<file path="config.mk">
export PLATFORM = sky130hd
export DESIGN_NAME = form_url_encoder
export DESIGN_NICKNAME = d
export VERILOG_FILES = /design/src/hw/rtl/fue_pkg.sv /design/src/hw/rtl/fue_front.sv /design/src/hw/rtl/fue_queue.sv /design/src/hw/rtl/fue_back.sv /design/src/hw/rtl/form_url_encoder.sv
export SDC_FILE = /design/constraint.sdc
export NUM_CORES = 1
export LEC_CHECK = 0
export ABC_AREA = 1
export BUFFER_PORTS_ARGS = -buffer_cell sky130_fd_sc_hd__buf_2
export CORE_MARGIN = 4
export CORE_UTILIZATION = 45
export CTS_CLUSTER_DIAMETER = 60
export DETAILED_ROUTE_END_ITERATION = 8
export GPL_TIMING_DRIVEN = 0
export HOLD_SLACK_MARGIN = 0.1
export PLACE_DENSITY = 0.61
export SYNTH_ARGS = -nofsm -noshare
export SYNTH_HDL_FRONTEND = slang
export SYNTH_SLANG_ARGS = --single-unit
</file>
<file path="constraint.sdc">
create_clock -name clk -period 2.5 [get_ports clk]
set_input_delay 0.5 -clock clk [delete_from_list [all_inputs] [get_ports clk]]
set_output_delay 0.5 -clock clk [all_outputs]
set_load 0.02 [all_outputs]
</file>
<file path="src/hw/rtl/fue_pkg.sv">
// ============================================================================
// fue_pkg: shared types, constants and functions of the form URL encoder
// Holds the character codes, the queue entry type and the classification
// helpers used by the front and back parts.
// ============================================================================
package fue_pkg;

  localparam int unsigned ByteW      = 8;
  localparam int unsigned QueueDepth = 4;

  localparam logic [ByteW-1:0] ChSpace   = 8'h20;
  localparam logic [ByteW-1:0] ChPlus    = 8'h2B;
  localparam logic [ByteW-1:0] ChAmp     = 8'h26;
  localparam logic [ByteW-1:0] ChEqual   = 8'h3D;
  localparam logic [ByteW-1:0] ChPercent = 8'h25;
  localparam logic [ByteW-1:0] ChColon   = 8'h3A;
  localparam logic [ByteW-1:0] ChCr      = 8'h0D;
  localparam logic [ByteW-1:0] ChLf      = 8'h0A;

  // One queued command: either a literal byte or a byte to escape as %XY.
  typedef struct packed {
    logic             escape;
    logic [ByteW-1:0] data;
  } fue_cmd_t;

  localparam int unsigned CmdW = $bits(fue_cmd_t);

  // Status of the queue as seen by the back part.
  typedef struct packed {
    logic     not_empty;
    fue_cmd_t head;
  } fue_head_t;

  function automatic logic passes_through(input logic [ByteW-1:0] c);
    logic ok;
    ok = c inside {[8'h41:8'h5A], [8'h61:8'h7A], [8'h30:8'h39],
                   8'h5F, 8'h2D, 8'h2E, 8'h21, 8'h7E, 8'h2A, 8'h27, 8'h28, 8'h29};
    return ok;
  endfunction

  function automatic logic [ByteW-1:0] hex_digit(input logic [3:0] v);
    logic [ByteW-1:0] d;
    if (v < 4'd10) begin
      d = 8'h30 + {4'd0, v};
    end else begin
      d = 8'h41 + {4'd0, v} - 8'd10;
    end
    return d;
  endfunction

endpackage

</file>
<file path="src/hw/rtl/fue_front.sv">
// ============================================================================
// fue_front: input classification
// Accepts raw bytes, tracks the key flag and turns each byte into at most
// one queue command. Carriage returns are accepted and dropped.
// ============================================================================
module fue_front (
  input  logic                          clk,
  input  logic                          rst_n,
  input  logic                          in_valid,
  output logic                          in_stall,
  input  logic [fue_pkg::ByteW-1:0]     in_byte,
  input  logic                          in_first_of_text,
  input  logic                          q_full,
  output logic                          q_push,
  output fue_pkg::fue_cmd_t             q_cmd
);

  logic key_seen_r;
  logic key_seen_nxt;
  logic key_now;
  logic accept;

  assign in_stall = q_full;
  assign accept   = in_valid && !q_full;
  assign key_now  = in_first_of_text ? 1'b0 : key_seen_r;

  always_comb begin
    key_seen_nxt = key_seen_r;
    q_push       = 1'b0;
    q_cmd.escape = 1'b0;
    q_cmd.data   = in_byte;
    if (accept) begin
      key_seen_nxt = key_now;
      q_push       = 1'b1;
      if (in_byte == fue_pkg::ChSpace) begin
        q_cmd.data = fue_pkg::ChPlus;
      end else if (fue_pkg::passes_through(in_byte)) begin
        q_cmd.data = in_byte;
      end else if (in_byte == fue_pkg::ChCr) begin
        q_push = 1'b0;
      end else if (in_byte == fue_pkg::ChLf) begin
        key_seen_nxt = 1'b0;
        q_cmd.data   = fue_pkg::ChAmp;
      end else if (in_byte == fue_pkg::ChColon && !key_now) begin
        key_seen_nxt = 1'b1;
        q_cmd.data   = fue_pkg::ChEqual;
      end else begin
        q_cmd.escape = 1'b1;
      end
    end
  end

  always_ff @(posedge clk) begin
    if (!rst_n) begin
      key_seen_r <= 1'b0;
    end else begin
      key_seen_r <= key_seen_nxt;
    end
  end

endmodule

</file>
<file path="src/hw/rtl/fue_queue.sv">
// ============================================================================
// fue_queue: command queue
// A small register queue between the front and back parts; the head entry
// is presented to the back part every cycle.
// ============================================================================
module fue_queue #(
  parameter int unsigned DEPTH = fue_pkg::QueueDepth
) (
  input  logic                clk,
  input  logic                rst_n,
  input  logic                push,
  input  fue_pkg::fue_cmd_t   push_cmd,
  input  logic                pop,
  output logic                full,
  output fue_pkg::fue_head_t  head
);

  localparam int unsigned PtrW = (DEPTH > 1) ? $clog2(DEPTH) : 1;
  localparam int unsigned CntW = $clog2(DEPTH + 1);
  localparam logic [PtrW-1:0] LastPtr = PtrW'(DEPTH - 1);
  localparam logic [CntW-1:0] FullCnt = CntW'(DEPTH);

  fue_pkg::fue_cmd_t mem_r [DEPTH];
  logic [PtrW-1:0]   wr_ptr_r, wr_ptr_nxt;
  logic [PtrW-1:0]   rd_ptr_r, rd_ptr_nxt;
  logic [CntW-1:0]   count_r,  count_nxt;
  logic              do_push, do_pop;

  assign full           = (count_r == FullCnt);
  assign head.not_empty = (count_r != '0);
  assign head.head      = mem_r[rd_ptr_r];
  assign do_push        = push && !full;
  assign do_pop         = pop && head.not_empty;

  always_comb begin
    wr_ptr_nxt = wr_ptr_r;
    rd_ptr_nxt = rd_ptr_r;
    count_nxt  = count_r;
    if (do_push) begin
      wr_ptr_nxt = (wr_ptr_r == LastPtr) ? '0 : wr_ptr_r + 1'b1;
    end
    if (do_pop) begin
      rd_ptr_nxt = (rd_ptr_r == LastPtr) ? '0 : rd_ptr_r + 1'b1;
    end
    if (do_push && !do_pop) begin
      count_nxt = count_r + 1'b1;
    end else if (do_pop && !do_push) begin
      count_nxt = count_r - 1'b1;
    end
  end

  always_ff @(posedge clk) begin
    if (!rst_n) begin
      wr_ptr_r <= '0;
      rd_ptr_r <= '0;
      count_r  <= '0;
    end else begin
      wr_ptr_r <= wr_ptr_nxt;
      rd_ptr_r <= rd_ptr_nxt;
      count_r  <= count_nxt;
    end
  end

  always_ff @(posedge clk) begin
    if (do_push) begin
      mem_r[wr_ptr_r] <= push_cmd;
    end
  end

endmodule

</file>
<file path="src/hw/rtl/fue_back.sv">
// ============================================================================
// fue_back: output sequencer
// Expands the queue head into one or three output beats and holds each beat
// in an output register until it is taken.
// ============================================================================
module fue_back (
  input  logic                          clk,
  input  logic                          rst_n,
  input  fue_pkg::fue_head_t            head,
  output logic                          pop,
  output logic                          out_valid,
  input  logic                          out_stall,
  output logic [fue_pkg::ByteW-1:0]     out_byte,
  output logic                          out_last_of_run
);

  localparam logic [1:0] PhLead = 2'd0;
  localparam logic [1:0] PhHigh = 2'd1;
  localparam logic [1:0] PhLow  = 2'd2;

  logic [1:0]                phase_r, phase_nxt;
  logic                      valid_r, valid_nxt;
  logic [fue_pkg::ByteW-1:0] byte_r,  byte_nxt;
  logic                      last_r,  last_nxt;
  logic                      load;

  assign load = head.not_empty && (!valid_r || !out_stall);

  always_comb begin
    phase_nxt = phase_r;
    valid_nxt = valid_r && out_stall;
    byte_nxt  = byte_r;
    last_nxt  = last_r;
    pop       = 1'b0;
    if (load) begin
      valid_nxt = 1'b1;
      if (!head.head.escape) begin
        byte_nxt = head.head.data;
        last_nxt = 1'b1;
        pop      = 1'b1;
      end else begin
        case (phase_r)
          PhLead: begin
            byte_nxt  = fue_pkg::ChPercent;
            last_nxt  = 1'b0;
            phase_nxt = PhHigh;
          end
          PhHigh: begin
            byte_nxt  = fue_pkg::hex_digit(head.head.data[7:4]);
            last_nxt  = 1'b0;
            phase_nxt = PhLow;
          end
          PhLow: begin
            byte_nxt  = fue_pkg::hex_digit(head.head.data[3:0]);
            last_nxt  = 1'b1;
            phase_nxt = PhLead;
            pop       = 1'b1;
          end
          default: begin
            phase_nxt = PhLead;
            valid_nxt = valid_r && out_stall;
          end
        endcase
      end
    end
  end

  always_ff @(posedge clk) begin
    if (!rst_n) begin
      phase_r <= PhLead;
      valid_r <= 1'b0;
    end else begin
      phase_r <= phase_nxt;
      valid_r <= valid_nxt;
    end
  end

  always_ff @(posedge clk) begin
    byte_r <= byte_nxt;
    last_r <= last_nxt;
  end

  assign out_valid       = valid_r;
  assign out_byte        = byte_r;
  assign out_last_of_run = last_r;

endmodule

</file>
<file path="src/hw/rtl/form_url_encoder.sv">
// ============================================================================
// form_url_encoder: form-style URL encoder, one raw byte per input beat
// Path: a result beat passes through a queue entry and then the output register
//   before it appears at the output.
// Throughput: one input beat per cycle for bytes that give one result beat,
//   while the output is not stalled; a percent-escaped byte gives three beats;
//   the single output port of the back sequencer, one beat per cycle, sets this rate.
// Reset: synchronous, active low; the key flag, queue pointers and output valid are cleared.
// ============================================================================
//
// The design has three parts. The front part classifies each accepted byte
// and updates the key flag at once, so that the flag is always current for
// the next input beat. It turns the byte into one command: a literal byte
// (pass-through characters, '+', '&' or '=') or a byte to escape. Carriage
// returns are accepted and produce no command.
//
// Commands wait in a short register queue. The back part expands the head
// command into one beat, or into three beats '%', high hex digit, low hex
// digit, and pops it once its final beat is loaded into the output register.
// The last beat of each run carries out_last_of_run.
//
// The front part stalls only while the queue is full, so a run of escaped
// bytes fills the queue and then paces the input to one byte per three output beats.
module form_url_encoder #(
  parameter int unsigned QUEUE_DEPTH = fue_pkg::QueueDepth
) (
  input  logic                          clk,
  input  logic                          rst_n,
  input  logic                          in_valid,
  output logic                          in_stall,
  input  logic [fue_pkg::ByteW-1:0]     in_byte,
  input  logic                          in_first_of_text,
  output logic                          out_valid,
  input  logic                          out_stall,
  output logic [fue_pkg::ByteW-1:0]     out_byte,
  output logic                          out_last_of_run
);

  logic               q_full;
  logic               q_push;
  logic               q_pop;
  fue_pkg::fue_cmd_t  q_cmd;
  fue_pkg::fue_head_t q_head;

  // Classification and key flag.
  fue_front u_front (
    .clk              (clk),
    .rst_n            (rst_n),
    .in_valid         (in_valid),
    .in_stall         (in_stall),
    .in_byte          (in_byte),
    .in_first_of_text (in_first_of_text),
    .q_full           (q_full),
    .q_push           (q_push),
    .q_cmd            (q_cmd)
  );

  // Decoupling queue between the two sides.
  fue_queue #(
    .DEPTH (QUEUE_DEPTH)
  ) u_queue (
    .clk      (clk),
    .rst_n    (rst_n),
    .push     (q_push),
    .push_cmd (q_cmd),
    .pop      (q_pop),
    .full     (q_full),
    .head     (q_head)
  );

  // Beat expansion and output register.
  fue_back u_back (
    .clk             (clk),
    .rst_n           (rst_n),
    .head            (q_head),
    .pop             (q_pop),
    .out_valid       (out_valid),
    .out_stall       (out_stall),
    .out_byte        (out_byte),
    .out_last_of_run (out_last_of_run)
  );

endmodule

</file>
==> flow_summary.toml <==
[critical_path]
start_kind = "flip-flop"
reg2reg_depth = 15
r2r_setup_slack_ns = 0.25
cp_max_fo = 10
crit_arrival_ns = 2.47
endpoint_kind = "flip-flop"
crit_type = "reg2reg"
worstPathRequired_ns = 2.72
reg2reg_to = "u_queue.count_r[2]$_SDFFE_PN0P_"

[power]
power_density_nw_per_um2 = 1173
p_clk_share_pct = 19.9
swShare_pct = 41.71
switching_power_mw = 1.752
p_seq_share_pct = 33.6
p_total_mw = 4.201
p_int_mw = 2.448
cellLeakagePower_nw = 1.548
irDropWorstVdd_v = 0.0003226
p_comb_share_pct = 46.5

[grt]
grt_pass1_wl_microns = 10010
antenna_found_initial = 0
grt_pass1_vias = 2236
grt_max_degree = 12
grt_overflow_total = 0
grt_util_all_layers_pct = 15.52

[floorplanning]
die-area_sq_um = 8373
start_util_pct = 46.19
io_pins = 24
chipWidth_microns = 91.51
die_height_microns = 91.51
core_area_sq_um = 6794
rows = 30

[logic_synthesis]
yosysUniqueCellTypes = 34
synth_flop_cell = "edfxtp_1"
synth_commonest_cells = "nand2_1 (92), edfxtp_1 (45), inv_1 (38), nand3_1 (29), nor2_1 (26)"
synth_top_area_share_pct = 43.06
yosys.area.top_type = "edfxtp_1"
syn_area_per_cell_sq_um = 8.915
synth_area_sq_um = 3138
synth_cells = 352
ys_seq_area_share_pct = 51.36
synth_nets = 379
yosys_warnings = 0
synth_edf_count = 45
ys_ff_latch = 58
synthTopCellsByArea = "edfxtp_1 (43%), nand2_1 (11%), dfxtp_1 (8.3%), ha_1 (5.2%), nand3_1 (4.6%)"
yosysMostFrequentCell = "nand2_1"
async_reset_ff_share_pct = 0

[detailed_routing]
drc = 0
vias_per_cell = 4.867
routed_wl_microns = 6064
wire_per_inst_microns = 12.45
first_pass_iters = 5
antenna_left = 0
drtIter0Drc = 90
vias = 2370

[layout]
utilization_pct = 52.69
final_cells = 487
nets = 413
syn_to_final_growth_pct = 14.07
layout-drive-gt1-share_pct = 19.18
finalInstanceArea_sq_um = 3580
num_antenna_cells = 0

[job]
maxCapViolCount = 0

[clock_tree]
clock-sinks = 58
insertion_delay_ns = 0.33
root_buffer = "clkbuf_8"
cts_buffers = 9
clock_path_buffers = 2
clkTransAtPathRegs_ns = 0.07
cts_max_level = 3
hold_buffers = 0
cts_tree = "built"

[timing]
tns_ns = 0
rsz0062_at_grt = "false"
worst_slew_pin_slew_ns = 0.9459
hold_viol = 0
holdWs_ns = 0.4383
relSlewSlack_pct = 36.71
setup_viol = 0
period_needed_ns = 2.253
setup_slack_ns = 0.2475
final-max-slew-violation-count = 0
finalCritPeriodShare_pct = 90.10
clock.fmax_ghz = 0.4440
finClkSkew_ns = 0.006723

[hold_path]
holdPathEnd = "u_back.out_valid$_SDFF_PN0_"
min-delay-start = "out_stall"
min_path_type = "in2reg"
min_delay_path_depth = 3

[placement]
gp_congestion = 0.8580
hpwl_microns = 4485
numPortBuffers = 23
place_worst_setup_slack_ns = 0.05056
dp.cells = 471
placed_area_sq_um = 3373

[outcome]
outcome = "complete, no violations"
==> kinds of logic (layout without fill, tap and decap cells) <==
kind of cell / Yosys count / after routing / synth area share (%)
fa+ha+maj: 14 / 14 / 5.822
simple gates: 182 / 182 / 26.64
buf+inv: 52 / 91 / 7.775
xor+xnor: 1 / 1 / 0.2792
flops: 58 / 58 / 51.36
compound gates: 45 / 45 / 8.134
==> critical path: stages, from the launching register on <==
cell,delay [ns]
dfxtp_1,0.31
buf_6,0.14
inv_8,0.08
nand2_1,0.05
nand3_1,0.11
nand2_4,0.12
inv_6,0.11
nand2_2,0.06
nand2_2,0.12
ha_1,0.16
inv_1,0.06
fa_1,0.37
a21oi_1,0.14
o21ai_0,0.11
o21ai_1,0.13
a21oi_1,0.05
==> power groups by stage <==
stage / clock network [mW] / logic [mW] / registers (mW)
CTS: 0.856 / 1.96 / 1.41
floorplan: 0 / 1.39 / 1.53
finish: 0.834 / 1.96 / 1.41
global placement: 0 / 1.91 / 1.43
global route: 0.897 / 2.22 / 1.43
detailed placement: 0 / 1.96 / 1.43
==> cells in the final DEF, fill, tap and decap left out, types with 2 or more instances in the layout <==
| cell type | synthesis | layout |
|---|---|---|
| a21oi_1 | 11 | 11 |
| buf_2 | 0 | 23 |
| clkbuf_1 | 3 | 4 |
| clkbuf_16 | 0 | 2 |
| clkbuf_8 | 0 | 9 |
| clkinv_2 | 0 | 3 |
| dfxtp_1 | 13 | 13 |
| edfxtp_1 | 45 | 45 |
| ha_1 | 13 | 13 |
| inv_1 | 38 | 37 |
| inv_2 | 5 | 6 |
| nand2_1 | 92 | 92 |
| nand2_2 | 13 | 13 |
| nand2_4 | 4 | 4 |
| nand3_1 | 29 | 28 |
| nand3_2 | 4 | 5 |
| nand4_1 | 6 | 6 |
| nor2_1 | 26 | 26 |
| nor3_1 | 6 | 6 |
| o211ai_1 | 2 | 2 |
| o21ai_0 | 20 | 19 |
| o21ai_1 | 4 | 5 |
| o21ai_2 | 3 | 3 |
==> what timing repair did <==
item / CTS / global route
endpoints found under the setup margin: 0 / 1
setup buffers: 0 / 0
resized for setup: 0 / 4
==> worst max path at each step <==
stage,startpoint,end,depth (start not counted)
final,flip-flop,u_queue.count_r[2]$_SDFFE_PN0P_,15
after global routing,flip-flop,u_queue.count_r[2]$_SDFFE_PN0P_,15
after detailed placement,in_byte[7],u_queue.count_r[1]$_SDFFE_PN0P_,12
after floorplan,in_byte[7],u_queue.count_r[2]$_SDFFE_PN0P_,13
after global placement,in_byte[7],u_queue.count_r[1]$_SDFFE_PN0P_,12
after CTS,flip-flop,u_queue.count_r[2]$_SDFFE_PN0P_,15
==> flip-flops by register name, indices dropped and copies added, names as in the netlist, named ones only <==
signal and count:
u_queue.mem_r 36, u_back.out_byte 8, u_queue.count_r 3, u_back.phase_r 2, u_queue.rd_ptr_r 2, u_queue.wr_ptr_r 2, u_back.out_last_of_run 1, u_back.out_valid 1
u_front.key_seen_r 1
==> per-layer routing <==
metal  vias up  GRT usage, %  share of wire [%]
li1       1237             -                  -
met1      1054         17.16                 44
met2        63         27.08                 48
met3        16         3.231                4.1
met4         0         9.422                3.1
met5         -             0                  0
==> layout make-up <==
class | instances | area [sq um]
timing repair buffer | 23 | 115.1
fill | 636 | 3214
tap | 96 | 120.1
inverter | 45 | 181.4
clock buffer | 12 | 177.7
buffer | 7 | 65.06
multi-input combinational | 242 | 1287
sequential | 58 | 1612
clock inverter | 4 | 21.27
Note: power is estimated with default switching activity, not from simulation.
